### src/rtl/imu_gbc_pkg.sv
// Shared types, constants and helpers for the IMU gyro bias calibrator.
package imu_gbc_pkg;

  // Fixed field widths
  localparam int unsigned TickWidth  = 32;
  localparam int unsigned SampWidth  = 16;
  localparam int unsigned RateWidth  = 17;
  localparam int unsigned SumWidth   = 32;
  localparam int unsigned DiffWidth  = 34;
  localparam int unsigned CfgIdxWidth  = 3;
  localparam int unsigned CfgDataWidth = 32;

  // Reset value of the window start and the re-arm delay after a skipped window
  localparam logic [TickWidth-1:0] ResetStartTick = 32'd1000;
  localparam logic [TickWidth-1:0] RestartDelay   = 32'd10;

  // Configuration register indexes
  typedef enum logic [CfgIdxWidth-1:0] {
    RegCalStart  = 3'd0,
    RegUsePreset = 3'd1,
    RegPresetX   = 3'd2,
    RegPresetY   = 3'd3,
    RegPresetZ   = 3'd4
  } cfg_reg_e;

  // Stored configuration used by the datapath
  typedef struct packed {
    logic                        use_preset;
    logic signed [SampWidth-1:0] preset_x;
    logic signed [SampWidth-1:0] preset_y;
    logic signed [SampWidth-1:0] preset_z;
  } cfg_t;

  // One input word
  typedef struct packed {
    logic                        have_new;
    logic [TickWidth-1:0]        tick;
    logic signed [SampWidth-1:0] acc_x;
    logic signed [SampWidth-1:0] acc_y;
    logic signed [SampWidth-1:0] acc_z;
    logic signed [SampWidth-1:0] temp;
    logic signed [SampWidth-1:0] rate_x;
    logic signed [SampWidth-1:0] rate_y;
    logic signed [SampWidth-1:0] rate_z;
  } item_t;

  // One result word
  typedef struct packed {
    logic signed [SampWidth-1:0] acc_x;
    logic signed [SampWidth-1:0] acc_y;
    logic signed [SampWidth-1:0] acc_z;
    logic signed [SampWidth-1:0] temp;
    logic signed [SampWidth-1:0] rate_x;
    logic signed [SampWidth-1:0] rate_y;
    logic signed [SampWidth-1:0] rate_z;
    logic                        calibrated;
  } result_t;

  // Clamp a wide signed difference to 16 bits
  function automatic logic [SampWidth-1:0] sat16(input logic signed [DiffWidth-1:0] v);
    logic [SampWidth-1:0] r;
    if (v > 34'sd32767) begin
      r = 16'h7fff;
    end else if (v < -34'sd32768) begin
      r = 16'h8000;
    end else begin
      r = v[SampWidth-1:0];
    end
    return r;
  endfunction

endpackage

### src/rtl/imu_gbc_div.sv
// Signed divide of the three bias sums by the fixed sample count, by reciprocal multiplication.
module imu_gbc_div #(
  parameter int unsigned SAMPLE_COUNT = 1000
) (
  input  logic                                clk,
  input  logic                                rst,
  input  logic                                start,
  input  logic [2:0][imu_gbc_pkg::SumWidth-1:0] sum,
  output logic                                busy,
  output logic                                done,
  output logic [2:0][imu_gbc_pkg::SumWidth-1:0] quot
);
  import imu_gbc_pkg::*;

  // Reciprocal ceil(2^Shift / SAMPLE_COUNT); its error stays below 2^PreShift, so the
  // truncated product equals the quotient for every magnitude below 2^SumWidth
  localparam int unsigned PreShift = $clog2(SAMPLE_COUNT);
  localparam int unsigned Shift    = SumWidth + PreShift;
  localparam logic [63:0] ShiftPow = 64'd1 << Shift;
  localparam logic [63:0] Recip    = (ShiftPow + 64'(SAMPLE_COUNT) - 64'd1) / 64'(SAMPLE_COUNT);
  localparam logic [SumWidth-1:0] RecipLo = Recip[SumWidth-1:0];
  localparam logic                RecipHi = Recip[SumWidth];

  logic                          phase;
  logic [2:0]                    neg;
  logic [2:0][SumWidth-1:0]      mag;
  logic [2:0][2*SumWidth-1:0]    prod;
  logic [2:0][2*SumWidth:0]      full;
  logic [2:0][SumWidth-1:0]      q;

  // Add the top reciprocal bit term, drop the fraction, restore the sign
  always_comb begin
    for (int i = 0; i < 3; i++) begin
      full[i] = {1'b0, prod[i]} + (RecipHi ? {1'b0, mag[i], SumWidth'(0)} : (2*SumWidth+1)'(0));
      q[i]    = SumWidth'(full[i] >> Shift);
      quot[i] = neg[i] ? (SumWidth'(0) - q[i]) : q[i];
    end
  end

  // Sequencing: a product phase, then a phase with the quotient ready and done raised
  always_ff @(posedge clk) begin
    if (rst) begin
      busy  <= 1'b0;
      phase <= 1'b0;
    end else if (start) begin
      busy  <= 1'b1;
      phase <= 1'b1;
    end else if (busy) begin
      if (phase) begin
        phase <= 1'b0;
      end else begin
        busy <= 1'b0;
      end
    end
  end

  assign done = busy && !phase;

  // Magnitudes on start, then the 32 by 32 products
  always_ff @(posedge clk) begin
    if (start) begin
      for (int i = 0; i < 3; i++) begin
        neg[i] <= sum[i][SumWidth-1];
        mag[i] <= sum[i][SumWidth-1] ? (SumWidth'(0) - sum[i]) : sum[i];
      end
    end
    if (busy && phase) begin
      for (int i = 0; i < 3; i++) begin
        prod[i] <= (2*SumWidth)'(mag[i]) * (2*SumWidth)'(RecipLo);
      end
    end
  end

endmodule

### src/rtl/imu_gbc_core.sv
// Sample hold, bias window tracking, accumulation and offset removal for one word.
module imu_gbc_core #(
  parameter int unsigned SAMPLE_COUNT = 1000
) (
  input  logic                                  clk,
  input  logic                                  rst,
  input  logic                                  adv,
  input  imu_gbc_pkg::item_t                    item,
  input  imu_gbc_pkg::cfg_t                     cfg,
  input  logic                                  win_load,
  input  logic [imu_gbc_pkg::TickWidth-1:0]     win_load_val,
  input  logic                                  div_done,
  input  logic [2:0][imu_gbc_pkg::SumWidth-1:0] div_quot,
  output logic                                  div_start,
  output logic [2:0][imu_gbc_pkg::SumWidth-1:0] div_sum,
  output imu_gbc_pkg::result_t                  res
);
  import imu_gbc_pkg::*;

  // Model state
  logic [2:0][SampWidth-1:0] acc_hold;
  logic [SampWidth-1:0]      temp_hold;
  logic [2:0][RateWidth-1:0] rate_hold;
  logic [2:0][SumWidth-1:0]  bias_sum;
  logic                      bias_ready;
  logic [TickWidth-1:0]      window_start;

  logic [2:0][SampWidth-1:0] acc_next;
  logic [SampWidth-1:0]      temp_next;
  logic [2:0][RateWidth-1:0] rate_next;
  logic [2:0][SumWidth-1:0]  sum_add;
  logic [2:0][SumWidth-1:0]  off;
  logic [2:0][SampWidth-1:0] rate_out;
  logic [2:0][SampWidth-1:0] preset;
  logic [TickWidth-1:0]      win_end;
  logic                      subtract;
  logic                      early;
  logic                      in_win;
  logic                      closing;

  // Fresh sample or held one; Y and Z rates are negated
  always_comb begin
    if (item.have_new) begin
      acc_next     = {item.acc_z, item.acc_y, item.acc_x};
      temp_next    = item.temp;
      rate_next[0] = {item.rate_x[SampWidth-1], item.rate_x};
      rate_next[1] = RateWidth'(0) - {item.rate_y[SampWidth-1], item.rate_y};
      rate_next[2] = RateWidth'(0) - {item.rate_z[SampWidth-1], item.rate_z};
    end else begin
      acc_next  = acc_hold;
      temp_next = temp_hold;
      rate_next = rate_hold;
    end
  end

  // Window position of this tick
  assign subtract = cfg.use_preset | bias_ready;
  assign win_end  = window_start + TickWidth'(SAMPLE_COUNT);
  assign early    = (item.tick < window_start);
  assign in_win   = (item.tick <= win_end);
  assign closing  = (item.tick == win_end);
  assign preset   = {cfg.preset_z, cfg.preset_y, cfg.preset_x};

  // Running sums and offset removal
  always_comb begin
    for (int i = 0; i < 3; i++) begin
      sum_add[i] = bias_sum[i] + {{(SumWidth-RateWidth){rate_next[i][RateWidth-1]}},
                                  rate_next[i]};
      off[i] = cfg.use_preset ?
               {{(SumWidth-SampWidth){preset[i][SampWidth-1]}}, preset[i]} : bias_sum[i];
      if (subtract) begin
        rate_out[i] = sat16($signed(
          {{(DiffWidth-RateWidth){rate_next[i][RateWidth-1]}}, rate_next[i]} -
          {{(DiffWidth-SumWidth){off[i][SumWidth-1]}}, off[i]}));
      end else begin
        rate_out[i] = sat16($signed(
          {{(DiffWidth-RateWidth){rate_next[i][RateWidth-1]}}, rate_next[i]}));
      end
    end
  end

  assign div_start = adv && !subtract && !early && in_win && closing;
  assign div_sum   = sum_add;

  // Result word
  always_comb begin
    res.acc_x      = acc_next[0];
    res.acc_y      = acc_next[1];
    res.acc_z      = acc_next[2];
    res.temp       = temp_next;
    res.rate_x     = rate_out[0];
    res.rate_y     = rate_out[1];
    res.rate_z     = rate_out[2];
    res.calibrated = subtract;
  end

  // State update
  always_ff @(posedge clk) begin
    if (rst) begin
      acc_hold     <= '0;
      temp_hold    <= '0;
      rate_hold    <= '0;
      bias_sum     <= '0;
      bias_ready   <= 1'b0;
      window_start <= ResetStartTick;
    end else begin
      if (adv) begin
        acc_hold  <= acc_next;
        temp_hold <= temp_next;
        rate_hold <= rate_next;
      end
      if (win_load) begin
        window_start <= win_load_val;
      end else if (adv && !subtract && !early && !in_win) begin
        window_start <= item.tick + RestartDelay;
      end
      if (div_done) begin
        bias_sum <= div_quot;
      end else if (adv && !subtract) begin
        if (early) begin
          bias_sum <= '0;
        end else if (in_win) begin
          bias_sum <= sum_add;
        end
      end
      if (div_start) begin
        bias_ready <= 1'b1;
      end
    end
  end

endmodule

### src/rtl/imu_gyro_bias_calibrator_top.sv
// Top level of the IMU gyro bias calibrator: handshake, configuration and word registers.
// An accepted word is held in the input register, then registered into the result register.
// Throughput: one word per cycle unless the output stalls; the word closing the averaging
// window starts a reciprocal-multiply divide, and the next word waits in the input register.
// Reset (synchronous, active high) empties both word registers, clears held samples and sums,
// sets the window start to tick 1000 and returns the configuration to its defaults.
module imu_gyro_bias_calibrator_top #(
  parameter int unsigned SAMPLE_COUNT = 1000
) (
  input  logic                                       clk,
  input  logic                                       rst,
  // configuration
  input  logic                                       cfg_write,
  input  logic [imu_gbc_pkg::CfgIdxWidth-1:0]        cfg_index,
  input  logic [imu_gbc_pkg::CfgDataWidth-1:0]       cfg_data,
  // input channel
  input  logic                                       in_valid,
  output logic                                       in_stall,
  input  logic                                       have_new,
  input  logic [imu_gbc_pkg::TickWidth-1:0]          tick,
  input  logic signed [imu_gbc_pkg::SampWidth-1:0]   acc_x_in,
  input  logic signed [imu_gbc_pkg::SampWidth-1:0]   acc_y_in,
  input  logic signed [imu_gbc_pkg::SampWidth-1:0]   acc_z_in,
  input  logic signed [imu_gbc_pkg::SampWidth-1:0]   temp_in,
  input  logic signed [imu_gbc_pkg::SampWidth-1:0]   rate_x_in,
  input  logic signed [imu_gbc_pkg::SampWidth-1:0]   rate_y_in,
  input  logic signed [imu_gbc_pkg::SampWidth-1:0]   rate_z_in,
  // output channel
  output logic                                       out_valid,
  input  logic                                       out_stall,
  output logic signed [imu_gbc_pkg::SampWidth-1:0]   acc_x_out,
  output logic signed [imu_gbc_pkg::SampWidth-1:0]   acc_y_out,
  output logic signed [imu_gbc_pkg::SampWidth-1:0]   acc_z_out,
  output logic signed [imu_gbc_pkg::SampWidth-1:0]   temp_out,
  output logic signed [imu_gbc_pkg::SampWidth-1:0]   rate_x_out,
  output logic signed [imu_gbc_pkg::SampWidth-1:0]   rate_y_out,
  output logic signed [imu_gbc_pkg::SampWidth-1:0]   rate_z_out,
  output logic                                       calibrated
);
  import imu_gbc_pkg::*;

  cfg_t                     cfg;
  item_t                    s1;
  logic                     s1_valid;
  logic                     s1_adv;
  logic                     in_take;
  logic                     win_load;
  result_t                  res;
  result_t                  out_word;
  logic                     div_start;
  logic                     div_busy;
  logic                     div_done;
  logic [2:0][SumWidth-1:0] div_sum;
  logic [2:0][SumWidth-1:0] div_quot;

  // Configuration registers
  assign win_load = cfg_write && (cfg_reg_e'(cfg_index) == RegCalStart);

  always_ff @(posedge clk) begin
    if (rst) begin
      cfg <= '0;
    end else if (cfg_write) begin
      case (cfg_reg_e'(cfg_index))
        RegUsePreset: cfg.use_preset <= cfg_data[0];
        RegPresetX:   cfg.preset_x   <= cfg_data[SampWidth-1:0];
        RegPresetY:   cfg.preset_y   <= cfg_data[SampWidth-1:0];
        RegPresetZ:   cfg.preset_z   <= cfg_data[SampWidth-1:0];
        default:      ;
      endcase
    end
  end

  // Handshake: the input register moves on when the divider is idle and the result register is free or draining
  assign s1_adv   = s1_valid && !div_busy && (!out_valid || !out_stall);
  assign in_stall = s1_valid && !s1_adv;
  assign in_take  = in_valid && !in_stall;

  // Input word register
  always_ff @(posedge clk) begin
    if (rst) begin
      s1_valid <= 1'b0;
    end else if (in_take) begin
      s1_valid <= 1'b1;
    end else if (s1_adv) begin
      s1_valid <= 1'b0;
    end
  end

  always_ff @(posedge clk) begin
    if (in_take) begin
      s1 <= '{have_new: have_new, tick: tick, acc_x: acc_x_in, acc_y: acc_y_in,
              acc_z: acc_z_in, temp: temp_in, rate_x: rate_x_in, rate_y: rate_y_in,
              rate_z: rate_z_in};
    end
  end

  imu_gbc_core #(
    .SAMPLE_COUNT(SAMPLE_COUNT)
  ) u_core (
    .clk          (clk),
    .rst          (rst),
    .adv          (s1_adv),
    .item         (s1),
    .cfg          (cfg),
    .win_load     (win_load),
    .win_load_val (cfg_data[TickWidth-1:0]),
    .div_done     (div_done),
    .div_quot     (div_quot),
    .div_start    (div_start),
    .div_sum      (div_sum),
    .res          (res)
  );

  imu_gbc_div #(
    .SAMPLE_COUNT(SAMPLE_COUNT)
  ) u_div (
    .clk   (clk),
    .rst   (rst),
    .start (div_start),
    .sum   (div_sum),
    .busy  (div_busy),
    .done  (div_done),
    .quot  (div_quot)
  );

  // Result word register
  always_ff @(posedge clk) begin
    if (rst) begin
      out_valid <= 1'b0;
    end else if (s1_adv) begin
      out_valid <= 1'b1;
    end else if (!out_stall) begin
      out_valid <= 1'b0;
    end
  end

  always_ff @(posedge clk) begin
    if (s1_adv) begin
      out_word <= res;
    end
  end

  assign acc_x_out  = out_word.acc_x;
  assign acc_y_out  = out_word.acc_y;
  assign acc_z_out  = out_word.acc_z;
  assign temp_out   = out_word.temp;
  assign rate_x_out = out_word.rate_x;
  assign rate_y_out = out_word.rate_y;
  assign rate_z_out = out_word.rate_z;
  assign calibrated = out_word.calibrated;

endmodule

### config.mk
export PLATFORM = sky130hd
export DESIGN_NAME = imu_gyro_bias_calibrator_top
export DESIGN_NICKNAME = d
export VERILOG_FILES = /design/src/rtl/imu_gbc_pkg.sv /design/src/rtl/imu_gbc_div.sv /design/src/rtl/imu_gbc_core.sv /design/src/rtl/imu_gyro_bias_calibrator_top.sv
export SDC_FILE = /design/constraint.sdc
export NUM_CORES = 2
export LEC_CHECK = 0
export BUFFER_PORTS_ARGS = -buffer_cell sky130_fd_sc_hd__buf_2
export CAP_MARGIN = 30
export CORE_MARGIN = 2
export CORE_UTILIZATION = 63
export CTS_CLUSTER_SIZE = 20
export DETAILED_ROUTE_END_ITERATION = 7
export PLACE_DENSITY = 0.82
export SYNTH_ARGS = -nofsm -noshare
export SYNTH_HDL_FRONTEND = slang
export SYNTH_SLANG_ARGS = --single-unit
### constraint.sdc
create_clock -name clk -period 26.7 [get_ports clk]
set_clock_uncertainty 0.1 [all_clocks]
set_input_delay 5.34 -clock clk [delete_from_list [all_inputs] [get_ports clk]]
set_output_delay 5.34 -clock clk [all_outputs]
set_load 0.01 [all_outputs]
==> impl_metrics.toml <==
[routing]
vias_per_cell = 6.02
routed_wl_um = 222000
drt_iter0_markers = 5508
dr_total_vias = 66600
ant_nets = 0
drc = 0
first_pass_iters = 6
wl_per_cell_um = 20.1

[worst_setup_path]
cp_max_fo = 8
crit_slowest_cell = "and2_1"
cpMostUsedCell = "buf_2"
worst_ep_arrival_time_ns = 6.11
critPathBufInv = 2
endpoint_kind = "output port"
slowest_delay_ns = 0.24
cp_cell_sequence = "buf_2 > nand2_1 > nand2b_4 > and2_1 > buf_2"
required_ns = 21.26
start_kind = "primary input"
critPathKind = "primary input to output port"
crit_family = "simple AND/OR/NAND/NOR gates"

[sta]
worst_slack_ns = 15.15
timing.final.crit_share_pct = 43.3
finalHoldViolCount = 0
whs_ns = 0.353
report.final.slew_viol_count = 0
rsz0062_at_grt = "false"
fmax_mhz = 86.6
layout_min_cycle_time_ns = 11.55
setup-tns-final_ns = 0
setup_violations = 0
relSlewSlack_pct = 18.8
tightestPinTransition_ns = 1.19

[flow_run]
drv_cap = 0

[grt]
use_met2_pct = 53.2
grt_use_met3_pct = 5.23
grt_max_degree = 122
met1_usage_pct = 44.1
grt.busiest_layer = "met2"
overflow = 0
grt_pass1_vias = 68200
grt_use_total_pct = 32.4
grt_pass1_wl_um = 357000
antenna_found_initial = 9

[layout]
drive_gt1_share_pct = 6.81
syn_to_final_growth_pct = 6.91
fin_util_pct = 68.0
final_cells = 11100
fill_cells = 10100
fin_nets = 11500

[place]
dpl_worst_slack_ns = 15.13
dpl.hpwl_um = 178000
dp_cells = 10900
io_buffers = 299
routabilityCongestion = 0.945

[floorplan]
die_height_um = 372
start_util_pct = 63.6
die_w_um = 372
die_area_um2 = 138000
rows = 134
design.core.area_um2 = 134000
num_io_pins = 300

[run_status]
run_status = "complete, no violations"

[cts]
insertion_delay_ns = 0.69
cts_sinks = 735
post_cts_buffers = 0
cts-hold-fix-buffers = 0
cts.root.buffer_cell = "clkbuf_16"
cts_buffers = 72
cts.clk_slew.worst_paths_ns = 0.06
clock_path_buffers = 3
cts_resized = 0
h-tree-depth = 3
cts_tree = "done"

[yosys]
syn_nets = 11300
syn_inst = 9028
async_reset_ff_share_pct = 0
avgSynthCellArea_um2 = 9.43
synth_ff_type = "edfxtp_1"
synth-edff-count = 438
seq_area_frac_synth_pct = 22.4
netlist_area_um2 = 85100
synth-seq-cells = 735
synthDistinctLibCells = 99
yosys_warnings = 0

[min_path]
hold_class = "flip-flop to flip-flop"

[power]
ir_drop_mv = 0.0620
p_leak_nw = 43.0
power_density_nw_per_um2 = 36.4
registers in the layout, indices dropped and copies added, names as in the netlist, 32 cells and up:
name                 count
cfg                     49
s1                     145
u_core.acc_hold         48
u_core.bias_sum         96
u_core.rate_hold        51
u_core.window_start     32
u_div.mag               96
u_div.prod              81
path summary, 6_finish.rpt:
check	end	cells after the start	slack, ns	startpoint
worst max-delay path	in_stall	5	15.15	out_stall
worst min-delay path	u_core.temp_hold[11]	2	0.35	u_core.temp_hold[11]
worst max register to register	u_div.prod[122]	22	18.03	u_div.mag[42]
worst min register to register	u_core.temp_hold[11]	2	0.35	u_core.temp_hold[11]
metrics by stage:
| step | power (mW) | cell area [um2] |
|---|---|---|
| after CTS | 3.30 | 90900 |
| after global placement | 2.22 | 88400 |
| after detailed placement | 2.25 | 88500 |
| after global routing | 3.46 | 91000 |
| final | 3.31 | 91000 |
| after floorplan | 2.02 | 85100 |
worst min-delay path, delay by kind of cell, from the launching register on:
family	cells	cell delay (ns)
simple gates	1	0.05
flops	1	0.31
compound gates	1	0.05
cells in the mapped netlist, drive strengths merged, types with 27 or more instances:
master	count	area, um2
inv	1536	5770
ha	1283	16100
fa	807	16200
nand2	657	2470
a21oi	598	2990
nor2	482	1810
edfxtp	438	13200
xnor2	344	3020
dfxtp	297	5950
o21ai	291	1460
clkbuf	209	787
a21o	208	1560
nor3	184	921
xor2	183	1610
nand3	146	736
a211oi	133	1010
nand4	88	551
mux2i	87	883
mux2	83	935
and3	67	419
nand2b	66	413
a31oi	55	350
nor2b	55	352
o21a	54	405
o31ai	51	403
a221oi	46	403
nor4	46	300
and2	41	257
or3	37	231
o21bai	36	270
a221o	33	330
o211ai	32	240
or2	27	169
final cells by class:
| class | instances | area (um2) | share of cell area [%] |
|---|---|---|---|
| clock inverter | 38 | 475 | 0.522 |
| sequential | 735 | 19100 | 21.0 |
| timing repair buffer | 352 | 1980 | 2.17 |
| antenna | 5 | 12.5 | 0.0137 |
| multi-input combinational | 6524 | 59400 | 65.3 |
| clock buffer | 96 | 2020 | 2.22 |
| inverter | 1538 | 5780 | 6.36 |
| tap | 1768 | 2210 | 2.43 |
placed cells by master, fill, tap and decap left out, drive strengths merged, types with 184 or more instances in the layout:
cell type,synthesis,routed
inv,1536,1539
ha,1283,1283
fa,807,807
nand2,657,657
a21oi,598,598
nor2,482,482
edfxtp,438,438
buf,22,352
xnor2,344,344
dfxtp,297,297
o21ai,291,291
a21o,208,208
nor3,184,184
cell families after synthesis:
family	Yosys count	synth area share [%]
xor+xnor	527	5.44
flops	735	22.4
simple gates	1992	11.1
buf+inv	1769	7.82
compound gates	1744	13.2
mux	170	2.14
fa+ha+maj	2091	37.8
where the power goes:
group          total (mW)  switching, mW  internal [mW]
combinational       0.916          0.562          0.354
sequential           1.33         0.0457           1.29
clock                1.06          0.477          0.585
routing by layer:
metal  part of all wire (%)  vias up
met5                  0.040        -
met4                    3.1       16
met3                    7.6      422
met2                     47     2370
met1                     43    32500
li1                       -    31300
Note: power is estimated with default switching activity, not from simulation.
